--- config.mk ---
export PLATFORM = sky130hd
export DESIGN_NAME = slcan_ascii_frame_encoder_unit
export DESIGN_NICKNAME = d
export VERILOG_FILES = /design/src/rtl/slce_pkg.sv /design/src/rtl/slce_front.sv /design/src/rtl/slce_queue.sv /design/src/rtl/slce_back.sv /design/src/rtl/slcan_ascii_frame_encoder_unit.sv
export SDC_FILE = /design/constraint.sdc
export NUM_CORES = 1
export LEC_CHECK = 0
export BUFFER_PORTS_ARGS = -buffer_cell sky130_fd_sc_hd__buf_2
export CAP_MARGIN = 20
export CORE_AREA = 2 2 242 244
export CTS_CLUSTER_SIZE = 20
export DETAILED_ROUTE_END_ITERATION = 12
export DIE_AREA = 0 0 244 246
export SYNTH_ARGS = -nofsm -noshare
export SYNTH_HDL_FRONTEND = slang
export SYNTH_SLANG_ARGS = --single-unit
--- constraint.sdc ---
create_clock -name clk_i -period 9.3 [get_ports clk_i]
set_input_delay 1.395 -clock clk_i [delete_from_list [all_inputs] [get_ports clk_i]]
set_output_delay 1.395 -clock clk_i [all_outputs]
set_load 0.01 [all_outputs]
--- src/rtl/slce_pkg.sv ---
// Shared types, constants and helpers for the SLCAN line encoder.
package slce_pkg;

  localparam int unsigned ID_W        = 29;
  localparam int unsigned DLC_W       = 4;
  localparam int unsigned PAYLOAD_W   = 64;
  localparam int unsigned CHAR_W      = 8;
  localparam int unsigned TERM_W      = 4;
  localparam int unsigned ID_ALIGN_W  = 32;
  localparam int unsigned NIB_CNT_W   = 5;
  localparam int unsigned QUEUE_DEPTH = 2;
  localparam int unsigned MAX_BYTES   = 8;

  localparam logic [TERM_W-1:0] TERM_RESET = 4'd13;

  localparam logic [CHAR_W-1:0] CHAR_ZERO  = 8'h30;
  localparam logic [CHAR_W-1:0] CHAR_A     = 8'h41;
  localparam logic [CHAR_W-1:0] CHAR_EXT_D = 8'h54;  // 'T'
  localparam logic [CHAR_W-1:0] CHAR_EXT_R = 8'h52;  // 'R'
  localparam logic [CHAR_W-1:0] CHAR_STD_D = 8'h74;  // 't'
  localparam logic [CHAR_W-1:0] CHAR_STD_R = 8'h72;  // 'r'

  localparam logic [2:0] ID_LAST_EXT = 3'd7;
  localparam logic [2:0] ID_LAST_STD = 3'd2;

  // One classified frame, ready for the character sequencer.
  typedef struct packed {
    logic [CHAR_W-1:0]     letter;
    logic [ID_ALIGN_W-1:0] id_aligned;  // first digit in the top nibble
    logic [2:0]            id_last;     // number of identifier digits minus one
    logic [DLC_W-1:0]      dlc;
    logic [NIB_CNT_W-1:0]  data_nibs;   // payload digits to print
    logic [PAYLOAD_W-1:0]  payload;
  } frame_desc_t;

  function automatic logic [CHAR_W-1:0] hex_char(input logic [3:0] v);
    logic [CHAR_W-1:0] ext_v;
    ext_v = {4'b0000, v};
    if (v > 4'd9) begin
      hex_char = ext_v - 8'd10 + CHAR_A;
    end else begin
      hex_char = ext_v + CHAR_ZERO;
    end
  endfunction

endpackage

--- src/rtl/slce_front.sv ---
// Front end: takes frames in and classifies them into line descriptors.
module slce_front (
  input  logic                          in_valid_i,
  output logic                          in_stall_o,
  input  logic                          is_extended_i,
  input  logic                          is_remote_i,
  input  logic [slce_pkg::ID_W-1:0]     identifier_i,
  input  logic [slce_pkg::DLC_W-1:0]    length_code_i,
  input  logic [slce_pkg::PAYLOAD_W-1:0] payload_i,
  input  logic                          q_full_i,
  output logic                          q_push_o,
  output slce_pkg::frame_desc_t         q_desc_o
);
  import slce_pkg::*;

  logic [DLC_W-1:0] n_bytes;

  assign in_stall_o = q_full_i;
  assign q_push_o   = in_valid_i && !q_full_i;

  // Long length codes still print only eight payload bytes.
  assign n_bytes = (length_code_i > DLC_W'(MAX_BYTES)) ? DLC_W'(MAX_BYTES) : length_code_i;

  always_comb begin
    q_desc_o = '0;
    if (is_extended_i) begin
      q_desc_o.letter     = is_remote_i ? CHAR_EXT_R : CHAR_EXT_D;
      q_desc_o.id_aligned = {3'b000, identifier_i};
      q_desc_o.id_last    = ID_LAST_EXT;
    end else begin
      q_desc_o.letter     = is_remote_i ? CHAR_STD_R : CHAR_STD_D;
      q_desc_o.id_aligned = {identifier_i[11:0], 20'h00000};
      q_desc_o.id_last    = ID_LAST_STD;
    end
    q_desc_o.dlc       = length_code_i;
    q_desc_o.data_nibs = is_remote_i ? '0 : {n_bytes, 1'b0};
    q_desc_o.payload   = payload_i;
  end

endmodule

--- src/rtl/slce_queue.sv ---
// Small register queue of frame descriptors between front and back.
module slce_queue #(
  parameter int unsigned Depth = slce_pkg::QUEUE_DEPTH
) (
  input  logic                  clk_i,
  input  logic                  rst_ni,
  input  logic                  push_i,
  input  slce_pkg::frame_desc_t push_desc_i,
  output logic                  full_o,
  input  logic                  pop_i,
  output logic                  head_valid_o,
  output slce_pkg::frame_desc_t head_desc_o
);
  import slce_pkg::*;

  localparam int unsigned PtrW = (Depth > 1) ? $clog2(Depth) : 1;
  localparam int unsigned CntW = $clog2(Depth + 1);

  frame_desc_t         mem_q [Depth];
  logic [PtrW-1:0]     wr_ptr_q, wr_ptr_d, rd_ptr_q, rd_ptr_d;
  logic [CntW-1:0]     count_q, count_d;
  logic                do_push, do_pop;

  assign full_o       = (count_q == CntW'(Depth));
  assign head_valid_o = (count_q != '0);
  assign head_desc_o  = mem_q[rd_ptr_q];
  assign do_push      = push_i && !full_o;
  assign do_pop       = pop_i && head_valid_o;

  always_comb begin
    wr_ptr_d = wr_ptr_q;
    rd_ptr_d = rd_ptr_q;
    count_d  = count_q;
    if (do_push) begin
      wr_ptr_d = (wr_ptr_q == PtrW'(Depth - 1)) ? '0 : wr_ptr_q + 1'b1;
    end
    if (do_pop) begin
      rd_ptr_d = (rd_ptr_q == PtrW'(Depth - 1)) ? '0 : rd_ptr_q + 1'b1;
    end
    if (do_push && !do_pop) begin
      count_d = count_q + 1'b1;
    end else if (do_pop && !do_push) begin
      count_d = count_q - 1'b1;
    end
  end

  always_ff @(posedge clk_i or negedge rst_ni) begin
    if (!rst_ni) begin
      wr_ptr_q <= '0;
      rd_ptr_q <= '0;
      count_q  <= '0;
    end else begin
      wr_ptr_q <= wr_ptr_d;
      rd_ptr_q <= rd_ptr_d;
      count_q  <= count_d;
    end
  end

  always_ff @(posedge clk_i) begin
    if (do_push) begin
      mem_q[wr_ptr_q] <= push_desc_i;
    end
  end

endmodule

--- src/rtl/slce_back.sv ---
// Back end: walks one descriptor and emits its line one character at a time.
module slce_back (
  input  logic                        clk_i,
  input  logic                        rst_ni,
  input  logic [slce_pkg::TERM_W-1:0] term_i,
  input  logic                        head_valid_i,
  input  slce_pkg::frame_desc_t       head_desc_i,
  output logic                        pop_o,
  output logic                        out_valid_o,
  input  logic                        out_stall_i,
  output logic [slce_pkg::CHAR_W-1:0] character_o,
  output logic                        last_o
);
  import slce_pkg::*;

  typedef enum logic [4:0] {
    S_IDLE = 5'b00001,
    S_ID   = 5'b00010,
    S_DLC  = 5'b00100,
    S_DATA = 5'b01000,
    S_TERM = 5'b10000
  } state_e;

  state_e                  state_q, state_d;
  logic [ID_ALIGN_W-1:0]   id_q, id_d;
  logic [PAYLOAD_W-1:0]    pay_q, pay_d;
  logic [DLC_W-1:0]        dlc_q, dlc_d;
  logic [NIB_CNT_W-1:0]    nibs_q, nibs_d;
  logic [NIB_CNT_W-1:0]    cnt_q, cnt_d;
  logic                    out_valid_q, out_valid_d;
  logic [CHAR_W-1:0]       char_q, char_d;
  logic                    last_q, last_d;
  logic                    advance;
  logic                    emit;

  // The output register may take a new character when it is empty or drained.
  assign advance = !out_valid_q || !out_stall_i;
  assign emit    = advance && ((state_q != S_IDLE) || head_valid_i);
  assign pop_o   = advance && (state_q == S_IDLE) && head_valid_i;

  always_comb begin
    state_d     = state_q;
    id_d        = id_q;
    pay_d       = pay_q;
    dlc_d       = dlc_q;
    nibs_d      = nibs_q;
    cnt_d       = cnt_q;
    char_d      = char_q;
    last_d      = last_q;
    out_valid_d = advance ? emit : out_valid_q;
    if (emit) begin
      last_d = 1'b0;
      case (state_q)
        S_IDLE: begin
          char_d  = head_desc_i.letter;
          id_d    = head_desc_i.id_aligned;
          pay_d   = head_desc_i.payload;
          dlc_d   = head_desc_i.dlc;
          nibs_d  = head_desc_i.data_nibs;
          cnt_d   = NIB_CNT_W'(head_desc_i.id_last);
          state_d = S_ID;
        end
        S_ID: begin
          char_d = hex_char(id_q[ID_ALIGN_W-1 -: 4]);
          id_d   = {id_q[ID_ALIGN_W-5:0], 4'h0};
          cnt_d  = cnt_q - 1'b1;
          if (cnt_q == '0) begin
            state_d = S_DLC;
          end
        end
        S_DLC: begin
          char_d = hex_char(dlc_q);
          cnt_d  = nibs_q - 1'b1;
          state_d = (nibs_q == '0) ? S_TERM : S_DATA;
        end
        S_DATA: begin
          // Odd count gives the high nibble of the current byte, even the low one.
          if (cnt_q[0]) begin
            char_d = hex_char(pay_q[7:4]);
          end else begin
            char_d = hex_char(pay_q[3:0]);
            pay_d  = {8'h00, pay_q[PAYLOAD_W-1:8]};
          end
          cnt_d = cnt_q - 1'b1;
          if (cnt_q == '0) begin
            state_d = S_TERM;
          end
        end
        S_TERM: begin
          char_d  = {4'h0, term_i};
          last_d  = 1'b1;
          state_d = S_IDLE;
        end
        default: begin
          state_d = S_IDLE;
        end
      endcase
    end
  end

  always_ff @(posedge clk_i or negedge rst_ni) begin
    if (!rst_ni) begin
      state_q     <= S_IDLE;
      out_valid_q <= 1'b0;
    end else begin
      state_q     <= state_d;
      out_valid_q <= out_valid_d;
    end
  end

  always_ff @(posedge clk_i) begin
    id_q   <= id_d;
    pay_q  <= pay_d;
    dlc_q  <= dlc_d;
    nibs_q <= nibs_d;
    cnt_q  <= cnt_d;
    char_q <= char_d;
    last_q <= last_d;
  end

  assign out_valid_o = out_valid_q;
  assign character_o = char_q;
  assign last_o      = last_q;

endmodule

--- src/rtl/slcan_ascii_frame_encoder_unit.sv ---
// Top level of the SLCAN line encoder: CAN frame in, ASCII characters out.
//
//   Channel  Direction  Handshake                 Payload
//   frame    in         in_valid_i / in_stall_o   is_extended_i is_remote_i identifier_i
//                                                 length_code_i payload_i
//   chars    out        out_valid_o / out_stall_i character_o last_o
//   config   in         cfg_we_i                  cfg_wdata_i (line terminator)
//
// Each frame yields 6 to 27 characters, one per cycle unless out_stall_i holds the
// output, set by the character sequencer in the back end. Frames queue in a small
// descriptor queue so the front keeps accepting while a line is still being sent.
// A frame's first character passes the descriptor queue, then the back end's output
// register. Reset clears the queue and sequencer and sets the terminator to carriage
// return. A stalled output holds its character and pauses the line.
module slcan_ascii_frame_encoder_unit #(
  parameter int unsigned QueueDepth = slce_pkg::QUEUE_DEPTH
) (
  input  logic                           clk_i,
  input  logic                           rst_ni,
  input  logic                           cfg_we_i,
  input  logic [slce_pkg::TERM_W-1:0]    cfg_wdata_i,
  input  logic                           in_valid_i,
  output logic                           in_stall_o,
  input  logic                           is_extended_i,
  input  logic                           is_remote_i,
  input  logic [slce_pkg::ID_W-1:0]      identifier_i,
  input  logic [slce_pkg::DLC_W-1:0]     length_code_i,
  input  logic [slce_pkg::PAYLOAD_W-1:0] payload_i,
  output logic                           out_valid_o,
  input  logic                           out_stall_i,
  output logic [slce_pkg::CHAR_W-1:0]    character_o,
  output logic                           last_o
);
  import slce_pkg::*;

  logic [TERM_W-1:0] term_q;
  logic              q_full, q_push, q_pop, q_head_valid;
  frame_desc_t       q_push_desc, q_head_desc;

  always_ff @(posedge clk_i or negedge rst_ni) begin
    if (!rst_ni) begin
      term_q <= TERM_RESET;
    end else if (cfg_we_i) begin
      term_q <= cfg_wdata_i;
    end
  end

  slce_front u_front (
    .in_valid_i    (in_valid_i),
    .in_stall_o    (in_stall_o),
    .is_extended_i (is_extended_i),
    .is_remote_i   (is_remote_i),
    .identifier_i  (identifier_i),
    .length_code_i (length_code_i),
    .payload_i     (payload_i),
    .q_full_i      (q_full),
    .q_push_o      (q_push),
    .q_desc_o      (q_push_desc)
  );

  slce_queue #(
    .Depth (QueueDepth)
  ) u_queue (
    .clk_i        (clk_i),
    .rst_ni       (rst_ni),
    .push_i       (q_push),
    .push_desc_i  (q_push_desc),
    .full_o       (q_full),
    .pop_i        (q_pop),
    .head_valid_o (q_head_valid),
    .head_desc_o  (q_head_desc)
  );

  slce_back u_back (
    .clk_i        (clk_i),
    .rst_ni       (rst_ni),
    .term_i       (term_q),
    .head_valid_i (q_head_valid),
    .head_desc_i  (q_head_desc),
    .pop_o        (q_pop),
    .out_valid_o  (out_valid_o),
    .out_stall_i  (out_stall_i),
    .character_o  (character_o),
    .last_o       (last_o)
  );

endmodule
==> results.cfg <==
[outcome]
outcome = completed

[worst_hold_path]
hp-class = reg2reg

[finish]
stdcell_count = 1850
drive_above_1_share_pct = 20.18
final_common_cell = edfxtp_1
seq_area_um2 = 10360
multi_input_area_um2 = 3646
n_antenna_cell = 0
layout_common_cells = edfxtp_1, buf_2, mux2i_1
area_growth_pct = 19.14
post-route-util_pct = 29.59
finalInstanceArea_um2 = 16970
fin_nets = 1185
fillers = 5683

[timing]
max_slew.worst_pin.slew_ns = 0.9957
layout_min_cycle_time_ns = 3.078
slew_headroom_pct = 33.62
finalSetupViolations = 0
skew_ns = 0.01619
finalMaxSlewViolations = 0
fin_setup_tns_ns = 0
timing.fmax_ghz = 0.3249
hold_viol_final = 0
fin_crit_sh_pct = 33.10
grt_setup_unrepaired = no

[yosys]
seq_area_frac_synth_pct = 72.69
synth_top_family_by_area = multiplexers
synth_cells = 939
syn_area_per_cell_um2 = 15.17
ys_seq_elements = 347
syn-num-nets = 1065
ys_async_sr_fraction_pct = 4.035
synth_edf_count = 333
synth_cell_types = 61
synth_mux_area_share_pct = 9.275
synth_compound_gate_area_share_pct = 6.332
synth_warnings = 0
synth-xor-area-share_pct = 1.475
synth_area_um2 = 14250
synthSimpleGateAreaFrac_pct = 6.605
synthFlopType = edfxtp_1
synth_fa_ha_area_share_pct = 1.581

[setup_path]
cp.arrival_ns = 3.32
worstSetupPathType = reg2reg
cp-start-kind = register
required_ns = 9.54
cp-end-kind = register
path_max_fanout = 110

[power_and_ir_drop]
switching_share_pct = 30.08
ir_drop_mv = 0.1421
power-per-cell-area_nw_per_um2 = 315.1
seq_power_share_pct = 48.3
leakagePower_nw = 5.974
power_switching_mw = 1.609
pwr-share-comb_pct = 23.8
intPower_mw = 3.740
clock_power_share_pct = 27.9

[cts]
cts_setup_buffers = 0
cts_num_sinks = 347
clock_latency_ns = 0.55
cts_htree_levels = 2
clk_root_buffer_cell = clkbuf_16
hold_buffers = 0
ctsResizeCount = 0
clkTransAtPathRegs_ns = 0.07
cts_buffers = 38
cts_tree = built
clock_path_buffers = 3

[grt]
grt_max_degree = 111
antenna_found_initial = 4
grt_pass1_vias = 7927
grt_pass1_wl_mm = 44.30
grtUsageTotal_pct = 9.474
overflow = 0

[floorplanning]
die-area_um2 = 60020
num_rows = 88
io_pins = 119
die_w_um = 244
die-height_um = 246
coreArea_um2 = 57370
start_util_pct = 24.83

[drt]
avgViaCountPerCell = 4.111
drc = 0
routed_wl_mm = 28.41
antenna_left = 0
vias = 7606
drt_first_pass_iters = 4
post_drt_wl_per_cell_um = 15.35
first_iter_violations = 507

[placement]
placed_cells = 1783
hpwl_mm = 18.20
routabilityCongestion = 0.8007
postPlaceCellArea_um2 = 15720
portBuffers = 117

[run]
cap_viol_max_count = 0
## power groups by stage
stage / sequential (mW) / combinational (mW) / clock (mW)
2_1_floorplan: 2.53 / 0.978 / 0
4_1_cts: 2.60 / 1.29 / 1.54
6_report: 2.59 / 1.27 / 1.49
3_3_place_gp: 2.61 / 1.25 / 0
5_1_grt: 2.64 / 1.43 / 1.60
3_5_place_dp: 2.63 / 1.29 / 0
## cells in the mapped netlist, drive strengths merged (2+ instances only)
cell,instances,share of area (%)
nand3b,4,0.21
a221o,2,0.14
a21oi,13,0.46
o31a,2,0.12
xor2,10,0.61
edfxtp,333,70
xnor2,14,0.86
and2,25,1.1
o21a,2,0.11
and3,2,0.088
or3b,2,0.14
o211ai,4,0.21
ha,18,1.6
dfrtp,10,1.8
mux2i,105,7.4
a221oi,2,0.17
inv,25,0.66
o21bai,4,0.21
nor2b,7,0.31
a211oi,3,0.16
mux2,24,1.9
o31ai,2,0.20
nor4,3,0.13
or3,5,0.25
nor2,31,0.83
o32ai,3,0.18
o21ai,94,3.3
nor3b,5,0.30
nor3,7,0.25
nand2b,3,0.13
clkbuf,36,0.95
nand3,5,0.18
a311oi,3,0.18
dfstp,4,0.74
nand2,100,2.6
a21boi,3,0.16
buf,10,0.41
## metal layers
| metal | share of wire, % | routed length, µm | GRT usage (%) |
|---|---|---|---|
| met5 | 0.12 | 34 | 0 |
| met2 | 49 | 13960 | 15.98 |
| met4 | 3.2 | 910 | 4.555 |
| met3 | 3.8 | 1068 | 2.026 |
| met1 | 44 | 12430 | 11.53 |
## sequential cells by signal, summed over array words and instances (netlist names), 4 cells and up
register            flops
u_back.character_o      7
u_back.state_q          5
u_back.cnt_q            5
u_back.nibs_q           4
u_back.pay_q           64
term_q                  4
u_back.dlc_q            4
u_back.id_q            32
u_queue.mem_q         216
## cells by family (layout without fill, tap and decap cells)
family,after synthesis,in the layout
compound gates,149,149
simple gates,200,200
mux,129,129
flops,347,347
other cells,1,1
buf+inv,71,217
xor+xnor,24,24
fa+ha+maj,18,18
## layout make-up
| class | instances | share of cell area [%] |
|---|---|---|
| Clock buffer | 44 | 5.735 |
| Clock inverter | 22 | 1.519 |
| Inverter | 25 | 0.5529 |
| Multi-Input combinational cell | 521 | 21.48 |
| Sequential cell | 347 | 61.03 |
| Tap cell | 765 | 5.640 |
| Timing Repair Buffer | 126 | 4.040 |
## critical path, stage by stage (launching register included)
cell	delay, ns
dfrtp_1	0.47
or3_1	0.52
nor3b_4	0.59
buf_4	0.84
o21ai_0	0.26
## worst paths after layout
check	startpoint	endpoint	slack [ns]	cells past startpoint
setup / recovery	u_back.state_q[4]$_DFFE_PN0P_	u_back.pay_q[43]$_DFFE_PP_	6.22	4
hold / removal	u_back.id_q[5]$_DFFE_PP_	u_back.id_q[9]$_DFFE_PP_	0.52	2
setup reg to reg	u_back.state_q[4]$_DFFE_PN0P_	u_back.pay_q[43]$_DFFE_PP_	6.22	4
hold reg to reg	u_back.id_q[5]$_DFFE_PP_	u_back.id_q[9]$_DFFE_PP_	0.52	2
max in group asynchronous	rst_ni	term_q[0]$_DFFE_PN1P_	8.24	1
min in group asynchronous	rst_ni	u_queue.count_q[0]$_DFFE_PN0P_	0.75	1
## through the flow
step / total power, mW / setup WS [ns] / hold WS, ns
after detailed placement: 3.916 / 5.770 / 0.5107
after floorplan: 3.510 / 2.748 / 0.4608
after global placement: 3.865 / 5.767 / 0.5017
final: 5.348 / 6.222 / 0.5180
after CTS: 5.435 / 6.204 / 0.5253
after global routing: 5.669 / 5.951 / 0.5391
(Power assumes the default switching activity.)
